## src/hdl/signed_decimal_seven_segment_format_macros.svh

```systemverilog
// assertion macros used by the controller module
// no dependencies; included inside module bodies
`ifndef SIGNED_DECIMAL_SEVEN_SEGMENT_FORMAT_MACROS_SVH
`define SIGNED_DECIMAL_SEVEN_SEGMENT_FORMAT_MACROS_SVH

// same-cycle implication, disabled during reset
`define SDSSF_ASSERT_NOW(label, clk, rst, ante, cons) \
   label: assert property (@(posedge clk) disable iff (rst) (ante) |-> (cons)) \
      else $error("sdssf assertion failed");

// next-cycle implication, disabled during reset
`define SDSSF_ASSERT_NEXT(label, clk, rst, ante, cons) \
   label: assert property (@(posedge clk) disable iff (rst) (ante) |=> (cons)) \
      else $error("sdssf assertion failed");

`endif

```

## src/hdl/sdssf_pkg.sv

```systemverilog
// types, constants and segment encoding for the signed decimal formatter
// no dependencies
package sdssf_pkg;

   localparam int unsigned IN_WIDTH   = 31;
   localparam int unsigned MAG_WIDTH  = 31;
   localparam int unsigned BCD_DIGITS = 10;
   localparam int unsigned BCD_WIDTH  = 4 * BCD_DIGITS;
   localparam int unsigned ITERATIONS = MAG_WIDTH;
   localparam int unsigned CNT_WIDTH  = 5;
   localparam int unsigned SEG_WIDTH  = 8;
   localparam int unsigned POS_MAX    = 8;

   localparam logic [SEG_WIDTH-1:0] SEG_MINUS = 8'h01;
   localparam logic [SEG_WIDTH-1:0] SEG_POINT = 8'h80;
   localparam logic [IN_WIDTH:0]    ROUND_OFFSET = 32'd5;

   typedef enum logic [1:0] {
      ST_IDLE,
      ST_CONVERT,
      ST_DONE
   } state_type;

   typedef struct packed {
      logic load;
      logic shift;
      logic capture;
   } ctl_cmd_type;

   function automatic logic [SEG_WIDTH-1:0] digit_segments(input logic [3:0] digit);
      logic [SEG_WIDTH-1:0] seg;
      case (digit)
         4'd0: seg = 8'h7E;
         4'd1: seg = 8'h30;
         4'd2: seg = 8'h6D;
         4'd3: seg = 8'h79;
         4'd4: seg = 8'h33;
         4'd5: seg = 8'h5B;
         4'd6: seg = 8'h5F;
         4'd7: seg = 8'h70;
         4'd8: seg = 8'h7F;
         4'd9: seg = 8'h7B;
         default: seg = 8'h00;
      endcase
      return seg;
   endfunction

endpackage

```

## src/hdl/sdssf_ctrl.sv

```systemverilog
// controller: request/result handshake, conversion step counter, output register flag
// depends on sdssf_pkg and signed_decimal_seven_segment_format_macros.svh
module sdssf_ctrl (
   input  logic                 clock,
   input  logic                 reset,
   input  logic                 req_valid,
   output logic                 req_ready,
   output logic                 rsp_valid,
   input  logic                 rsp_ready,
   output sdssf_pkg::ctl_cmd_type cmd
);
   import sdssf_pkg::*;

   `include "signed_decimal_seven_segment_format_macros.svh"

   localparam logic [CNT_WIDTH-1:0] LAST_STEP = CNT_WIDTH'(ITERATIONS - 1);

   state_type            state_ff, state_in;
   logic [CNT_WIDTH-1:0] count_ff, count_in;
   logic                 full_ff, full_in;

   always_ff @(posedge clock) begin
      if (reset) begin
         state_ff <= ST_IDLE;
         count_ff <= '0;
         full_ff  <= 1'b0;
      end else begin
         state_ff <= state_in;
         count_ff <= count_in;
         full_ff  <= full_in;
      end
   end

   always_comb begin
      state_in    = state_ff;
      count_in    = count_ff;
      full_in     = full_ff && !rsp_ready;
      req_ready   = 1'b0;
      cmd.load    = 1'b0;
      cmd.shift   = 1'b0;
      cmd.capture = 1'b0;
      case (state_ff)
         ST_IDLE: begin
            req_ready = 1'b1;
            if (req_valid) begin
               cmd.load = 1'b1;
               count_in = '0;
               state_in = ST_CONVERT;
            end
         end
         ST_CONVERT: begin
            cmd.shift = 1'b1;
            count_in  = count_ff + 1'b1;
            if (count_ff == LAST_STEP) begin
               state_in = ST_DONE;
            end
         end
         ST_DONE: begin
            if (!full_ff || rsp_ready) begin
               cmd.capture = 1'b1;
               full_in     = 1'b1;
               state_in    = ST_IDLE;
            end
         end
         default: begin
            state_in = ST_IDLE;
         end
      endcase
   end

   assign rsp_valid = full_ff;

   `SDSSF_ASSERT_NEXT(a_load_starts, clock, reset, req_valid && req_ready,
      state_ff == ST_CONVERT && count_ff == '0)
   `SDSSF_ASSERT_NOW(a_count_bound, clock, reset, state_ff == ST_CONVERT,
      count_ff <= LAST_STEP)
   `SDSSF_ASSERT_NEXT(a_capture_fills, clock, reset, cmd.capture, rsp_valid)
   `SDSSF_ASSERT_NOW(a_no_overwrite, clock, reset, cmd.capture && rsp_valid, rsp_ready)

endmodule

```

## src/hdl/sdssf_datapath.sv

```systemverilog
// datapath: rounding and magnitude, shift-and-add-3 decimal conversion, segment encode
// depends on sdssf_pkg
module sdssf_datapath #(
   parameter int unsigned DISPLAY_POSITIONS = 8
) (
   input  logic                              clock,
   input  sdssf_pkg::ctl_cmd_type            cmd,
   input  logic [sdssf_pkg::IN_WIDTH-1:0]    weight_hundredths,
   output logic [sdssf_pkg::SEG_WIDTH-1:0]   seg_pos [sdssf_pkg::POS_MAX],
   output logic                              overflow
);
   import sdssf_pkg::*;

   logic [MAG_WIDTH-1:0] mag_ff, mag_in;
   logic [BCD_WIDTH-1:0] bcd_ff, bcd_in;
   logic                 neg_ff, neg_in;
   logic [SEG_WIDTH-1:0] seg_ff [POS_MAX];
   logic [SEG_WIDTH-1:0] seg_in [POS_MAX];
   logic                 ovf_ff, ovf_in;

   logic [IN_WIDTH:0]    sum;
   logic [IN_WIDTH:0]    abs_sum;
   logic [BCD_WIDTH-1:0] bcd_adj;
   logic [3:0]           digit [POS_MAX];
   logic                 shown [POS_MAX];

   always_ff @(posedge clock) begin
      mag_ff  <= mag_in;
      bcd_ff  <= bcd_in;
      neg_ff  <= neg_in;
      seg_ff  <= seg_in;
      ovf_ff  <= ovf_in;
   end

   // round, sign and magnitude
   always_comb begin
      sum     = {weight_hundredths[IN_WIDTH-1], weight_hundredths} + ROUND_OFFSET;
      abs_sum = sum[IN_WIDTH] ? (~sum + 1'b1) : sum;
   end

   always_comb begin
      for (int i = 0; i < BCD_DIGITS; i++) begin
         bcd_adj[4*i +: 4] = (bcd_ff[4*i +: 4] >= 4'd5) ? bcd_ff[4*i +: 4] + 4'd3
                                                       : bcd_ff[4*i +: 4];
      end
   end

   always_comb begin
      mag_in = mag_ff;
      bcd_in = bcd_ff;
      neg_in = neg_ff;
      if (cmd.load) begin
         mag_in = abs_sum[MAG_WIDTH-1:0];
         bcd_in = '0;
         neg_in = sum[IN_WIDTH];
      end else if (cmd.shift) begin
         bcd_in = {bcd_adj[BCD_WIDTH-2:0], mag_ff[MAG_WIDTH-1]};
         mag_in = {mag_ff[MAG_WIDTH-2:0], 1'b0};
      end
   end

   // tenths digit i is decimal digit i+1 of the magnitude
   always_comb begin
      ovf_in = 1'b0;
      for (int i = 0; i < BCD_DIGITS; i++) begin
         if (i >= DISPLAY_POSITIONS && bcd_ff[4*i +: 4] != 4'd0) begin
            ovf_in = 1'b1;
         end
      end
      for (int j = 0; j < POS_MAX; j++) begin
         if (j <= DISPLAY_POSITIONS - 2) begin
            digit[j] = ovf_in ? 4'd9 : bcd_ff[4*(j+1) +: 4];
         end else begin
            digit[j] = 4'd0;
         end
      end
      shown[POS_MAX-1] = (digit[POS_MAX-1] != 4'd0);
      for (int j = POS_MAX - 2; j >= 0; j--) begin
         shown[j] = (digit[j] != 4'd0) || shown[j+1] || (j <= 1);
      end
      for (int j = 0; j < POS_MAX; j++) begin
         if (j >= DISPLAY_POSITIONS) begin
            seg_in[j] = '0;
         end else if (shown[j]) begin
            seg_in[j] = digit_segments(digit[j]);
         end else if (neg_ff && j >= 2 && shown[j-1]) begin
            seg_in[j] = SEG_MINUS;
         end else begin
            seg_in[j] = '0;
         end
      end
      seg_in[1] = seg_in[1] | SEG_POINT;
      if (!cmd.capture) begin
         seg_in = seg_ff;
         ovf_in = ovf_ff;
      end
   end

   assign seg_pos  = seg_ff;
   assign overflow = ovf_ff;

endmodule

```

## src/hdl/signed_decimal_seven_segment_format.sv

```systemverilog
// signed decimal seven-segment formatter, top level
// an accepted request runs through ST_CONVERT, then ST_DONE captures the result
// one request at a time: the next waits for the 31-step shift-and-add-3 conversion
// a new request is taken while the previous result waits in the output register
// reset (synchronous, active high) clears the controller and the result-valid flag only
// depends on sdssf_pkg, sdssf_ctrl, sdssf_datapath
module signed_decimal_seven_segment_format #(
   parameter int unsigned DISPLAY_POSITIONS = 8
) (
   input  logic                                 clock,
   input  logic                                 reset,
   input  logic                                 req_valid,
   output logic                                 req_ready,
   input  logic signed [sdssf_pkg::IN_WIDTH-1:0] req_weight_hundredths,
   output logic                                 rsp_valid,
   input  logic                                 rsp_ready,
   output logic [sdssf_pkg::SEG_WIDTH-1:0]      rsp_seg_pos0,
   output logic [sdssf_pkg::SEG_WIDTH-1:0]      rsp_seg_pos1,
   output logic [sdssf_pkg::SEG_WIDTH-1:0]      rsp_seg_pos2,
   output logic [sdssf_pkg::SEG_WIDTH-1:0]      rsp_seg_pos3,
   output logic [sdssf_pkg::SEG_WIDTH-1:0]      rsp_seg_pos4,
   output logic [sdssf_pkg::SEG_WIDTH-1:0]      rsp_seg_pos5,
   output logic [sdssf_pkg::SEG_WIDTH-1:0]      rsp_seg_pos6,
   output logic [sdssf_pkg::SEG_WIDTH-1:0]      rsp_seg_pos7,
   output logic                                 rsp_overflow
);
   import sdssf_pkg::*;

   ctl_cmd_type          cmd;
   logic [SEG_WIDTH-1:0] seg_pos [POS_MAX];

   sdssf_ctrl u_ctrl (
      .clock     (clock),
      .reset     (reset),
      .req_valid (req_valid),
      .req_ready (req_ready),
      .rsp_valid (rsp_valid),
      .rsp_ready (rsp_ready),
      .cmd       (cmd)
   );

   sdssf_datapath #(
      .DISPLAY_POSITIONS (DISPLAY_POSITIONS)
   ) u_datapath (
      .clock             (clock),
      .cmd               (cmd),
      .weight_hundredths (req_weight_hundredths),
      .seg_pos           (seg_pos),
      .overflow          (rsp_overflow)
   );

   assign rsp_seg_pos0 = seg_pos[0];
   assign rsp_seg_pos1 = seg_pos[1];
   assign rsp_seg_pos2 = seg_pos[2];
   assign rsp_seg_pos3 = seg_pos[3];
   assign rsp_seg_pos4 = seg_pos[4];
   assign rsp_seg_pos5 = seg_pos[5];
   assign rsp_seg_pos6 = seg_pos[6];
   assign rsp_seg_pos7 = seg_pos[7];

endmodule

```

## config.mk

```make
export PLATFORM = sky130hd
export DESIGN_NAME = signed_decimal_seven_segment_format
export DESIGN_NICKNAME = d
export VERILOG_FILES = /design/src/hdl/sdssf_pkg.sv /design/src/hdl/sdssf_ctrl.sv /design/src/hdl/sdssf_datapath.sv /design/src/hdl/signed_decimal_seven_segment_format.sv
export VERILOG_INCLUDE_DIRS = /design/src /design/src/hdl
export SDC_FILE = /design/constraint.sdc
export NUM_CORES = 1
export LEC_CHECK = 0
export BUFFER_PORTS_ARGS = -buffer_cell sky130_fd_sc_hd__buf_2
export CORE_ASPECT_RATIO = 0.6
export CORE_MARGIN = 3
export CORE_UTILIZATION = 60
export CTS_CLUSTER_DIAMETER = 30
export DETAILED_ROUTE_END_ITERATION = 8
export PLACE_DENSITY = 0.78
export REMOVE_ABC_BUFFERS = 1
export SLEW_MARGIN = 10
export SYNTH_ARGS = -nofsm -noshare
export SYNTH_HDL_FRONTEND = slang
export SYNTH_SLANG_ARGS = --single-unit
export TNS_END_PERCENT = 10
```

## constraint.sdc

```tcl
create_clock -name clock -period 12.34 [get_ports clock]
set_clock_uncertainty 0.15 [all_clocks]
set_input_delay 2.468 -clock clock [delete_from_list [all_inputs] [get_ports clock]]
set_output_delay 2.468 -clock clock [all_outputs]
set_load 0.05 [all_outputs]
```

==> metrics <==
CP Capture Type=register; final hold vios=0; Psw=roughly 290 uW; clock latency on the worst-skew pair=about 0.4 ns; required time of the critical path=between 10 and 15 ns; YS warnings=0; post-synth top area cell=edfxtp_1; setup ws final=about 6.6 ns; Power per Cell Area=around 110 nW/um^2; setup_tns=0 ns; Layout area overhead=12.1%; status=complete, no violations; Startpoint Class=register; gr ovfl total=0; R2R Setup Slk=around 6.6 ns; Worst Path Arrival=roughly 5.7 ns; Mean Syn Cell Area=8.54 sq um; Final Instance Count excl. Fillers=1,324; Reg power frac=a little over two fifths; GRT Total Usage=between 20% and 30%; total CTS buffers=17; Synth Area in XOR/XNOR=approximately 6.6%; Synth top area share=around 27%; final net count=around 1,200; post-synthesis instance total=roughly 1,100; asr flop ratio synth=0%; Hold Crit Start=u_datapath.mag_ff[30]$_DFFE_PP_; internal power=roughly 860 uW; Post-Place Cells=~1,300; post-DR vias/cell=6.02; Starting Density=a little over 60%; Site Rows=34; initial antenna violation count=0; most common library cells after synthesis=107 x o21ai_0, 94 x nand2_1, 87 x nor2_1, 83 x edfxtp_1, 80 x a21oi_1; max-cap viol count=0; Root Buffer=clkbuf_16; number of synthesized flops with an enable pin=83; die footprint=around 17,000 sq um; Die Height=101 microns; Hold EP=u_datapath.bcd_ff[0]$_SDFFE_PP0P_; CTS tree=done; fin util=about 70%; Final Critical Period=between 5 and 6 ns; port bufs=87; post-synthesis sequential area ratio=between 30% and 40%; first-pass GRT wire length=35,100 microns; largest family of logic cells by synthesized area=simple AND/OR/NAND/NOR gates; IO Pins=~100; Synth Area in Compound Gates=a little under a fifth; H-tree levels=4; dpl hpwl=14,200 microns; period utilisation layout=a little under half; initial DRC count=roughly 860; max_slew headroom=between 30% and 40%; Post-Synth Simple-Gate Area=about 20%; vias in the first global route=between 7,000 and 8,000; largest net degree at the start of global routing=92; routed vias=between 7,000 and 8,000; Net Sw Frac=about 25%; Setup Buffers After CTS=0; HP Class=reg -> reg; wire per inst=roughly 16 microns; CP max FO=17; Max rail drop VDD=0.0000932 V; post-synthesis adder-cell area fraction=under 10%; drt pass-1 iters=6; RSZ-0062 raised after global routing=no; max-slew violation count=0; DRC Markers=0; Setup WS pre-CTS=~6.3 ns; post_cts resized=0; cell depth of the worst flop-to-flop path=13; slew of the pin with the lowest slew margin=between 1 and 1.5 ns; Main synth FF type=edfxtp_1; reg-to-reg endpoint=u_datapath.seg_pos[41]$_SDFFCE_PP0P_; clk buf depth=2; final setup violation count=0; Clock Power Share=between 40% and 50%; fraction of layout cells with a size suffix above 1=about an eighth; Yosys cell types=65; hold_buf cts=0; combinational share of power=approximately a tenth; clock transition at the registers of the reported paths=0.06 ns; Yosys reg bits=approximately 130; Hold Path Depth=2; synth top area cells=edfxtp_1 27%, dfxtp_1 11%, ha_1 9.0%; fmax=0.175 GHz; post-synth design cell area=9080 sq um; most common cell in the netlist=o21ai_0; leak pwr=between 0.004 and 0.005 uW; Setup CP Type=reg -> reg; drt total wl=roughly 21,000 microns; Worst R2R Start=u_datapath.bcd_ff[34]$_SDFFE_PP0P_; multiplexer share of the synthesized area=0.923%; Core Area=around 15,000 sq um; Detail Route Antenna Nets=0; clock sink total=131; antenna diode count=0; placer congestion estimate=around 0.96; die width=~160 microns
cell families (layout without fill, tap and decap cells):
logic type,after synthesis,count (layout)
buffers and inverters,133,184
XOR/XNOR,68,68
other,2,14
AO/OA/AOI/OAI,282,282
AND/OR/NAND/NOR,374,374
multiplexers,8,8
adder cells (fa/ha/maj),65,65
flip-flops,131,131
final cells by class:
class / count / area, sq um
flip-flops and latches: 131 / 3450
well taps: 198 / 248
multi-input cells: 811 / 5120
clock inverters: 14 / 203
fillers: 1168 / 4460
inverters: 53 / 199
clock buffers: 18 / 429
repair buffers: 99 / 526
metal layers:
metal / routed length, microns / part of all wire (%) / global-route usage, % / vias to the layer above
met5: 0 / 0 / 0 / -
met4: 233 / 1.1 / 6.44 / 0
met3: 1590 / 7.5 / 4.45 / 24
met2: 8830 / 42 / 35.7 / 326
met1: 10600 / 50 / 40.6 / 3713
li1: - / - / - / 3913
layout by cell type (no fill, tap or decap), types with 5 or more instances in the layout:
cell       count
o21ai_0      107
nand2_1       93
nor2_1        87
buf_2         87
edfxtp_1      83
a21oi_1       80
ha_1          65
nand3_1       62
inv_1         53
dfxtp_1       48
xnor2_1       47
nand2b_1      22
nor3_1        22
xor2_1        21
clkbuf_16     17
conb_1        14
and3_1        13
buf_4         12
nand4_1       11
or3_1         11
or4_1         11
nor4_1        10
and2_1        10
o31ai_1        9
o32ai_1        9
a31oi_1        8
o2111ai_1      6
a21o_1         6
o211ai_1       6
mux2i_1        5
a211oi_1       5
state kept, by name (all words and copies together), names as in the netlist:
signal / flops
u_datapath.bcd_ff: 40
u_ctrl.count_ff: 5
u_ctrl.state_ff: 2
u_datapath.seg_pos: 50
u_datapath.mag_ff: 31
u_ctrl.rsp_valid: 1
u_datapath.neg_ff: 1
u_datapath.overflow: 1
critical path, stage by stage (launching register included):
cell and delay, ns:
dfxtp_1 0.35, nor4_1 0.65, and2_1 0.54, buf_4 0.33
inv_1 0.08, nor2_1 0.30, ha_1 0.31, nor4bb_1 0.51
nand2_1 0.11, nor4_1 0.87, nand3_1 0.40, or4_1 0.57
nand2_1 0.20, a21oi_1 0.07
how the worst max path moves through the flow:
stage	from	to	slack (ns)	depth (start not counted)
2_1_floorplan	req_valid	u_ctrl.count_ff[3]$_SDFFE_PP0P_	6.34	5
5_1_grt	u_datapath.bcd_ff[34]$_SDFFE_PP0P_	u_datapath.seg_pos[41]$_SDFFCE_PP0P_	6.24	13
4_1_cts	u_datapath.bcd_ff[34]$_SDFFE_PP0P_	u_datapath.seg_pos[41]$_SDFFCE_PP0P_	6.72	13
3_3_place_gp	req_weight_hundredths[3]	u_datapath.mag_ff[20]$_DFFE_PP_	6.53	8
3_5_place_dp	req_weight_hundredths[3]	u_datapath.mag_ff[20]$_DFFE_PP_	6.33	8
6_report	u_datapath.bcd_ff[34]$_SDFFE_PP0P_	u_datapath.seg_pos[41]$_SDFFCE_PP0P_	6.62	13
power groups by stage:
stage                     logic, uW  registers, uW  clock network (uW)
after CTS                       116            496                 545
after global routing            130            498                 562
after detailed placement        115            504                   0
final                           118            496                 540
after global placement          113            504                   0
after floorplan                78.8            501                   0
metrics by stage:
step	hold WS (ns)	cell area (sq um)	power, uW
CTS	0.341	10200	1160
global placement	0.314	9550	616
detailed placement	0.312	9550	619
global route	0.372	10200	1190
finish	0.341	10200	1150
floorplan	0.268	8750	580
No activity file was read; power rests on OpenSTA's default activity.
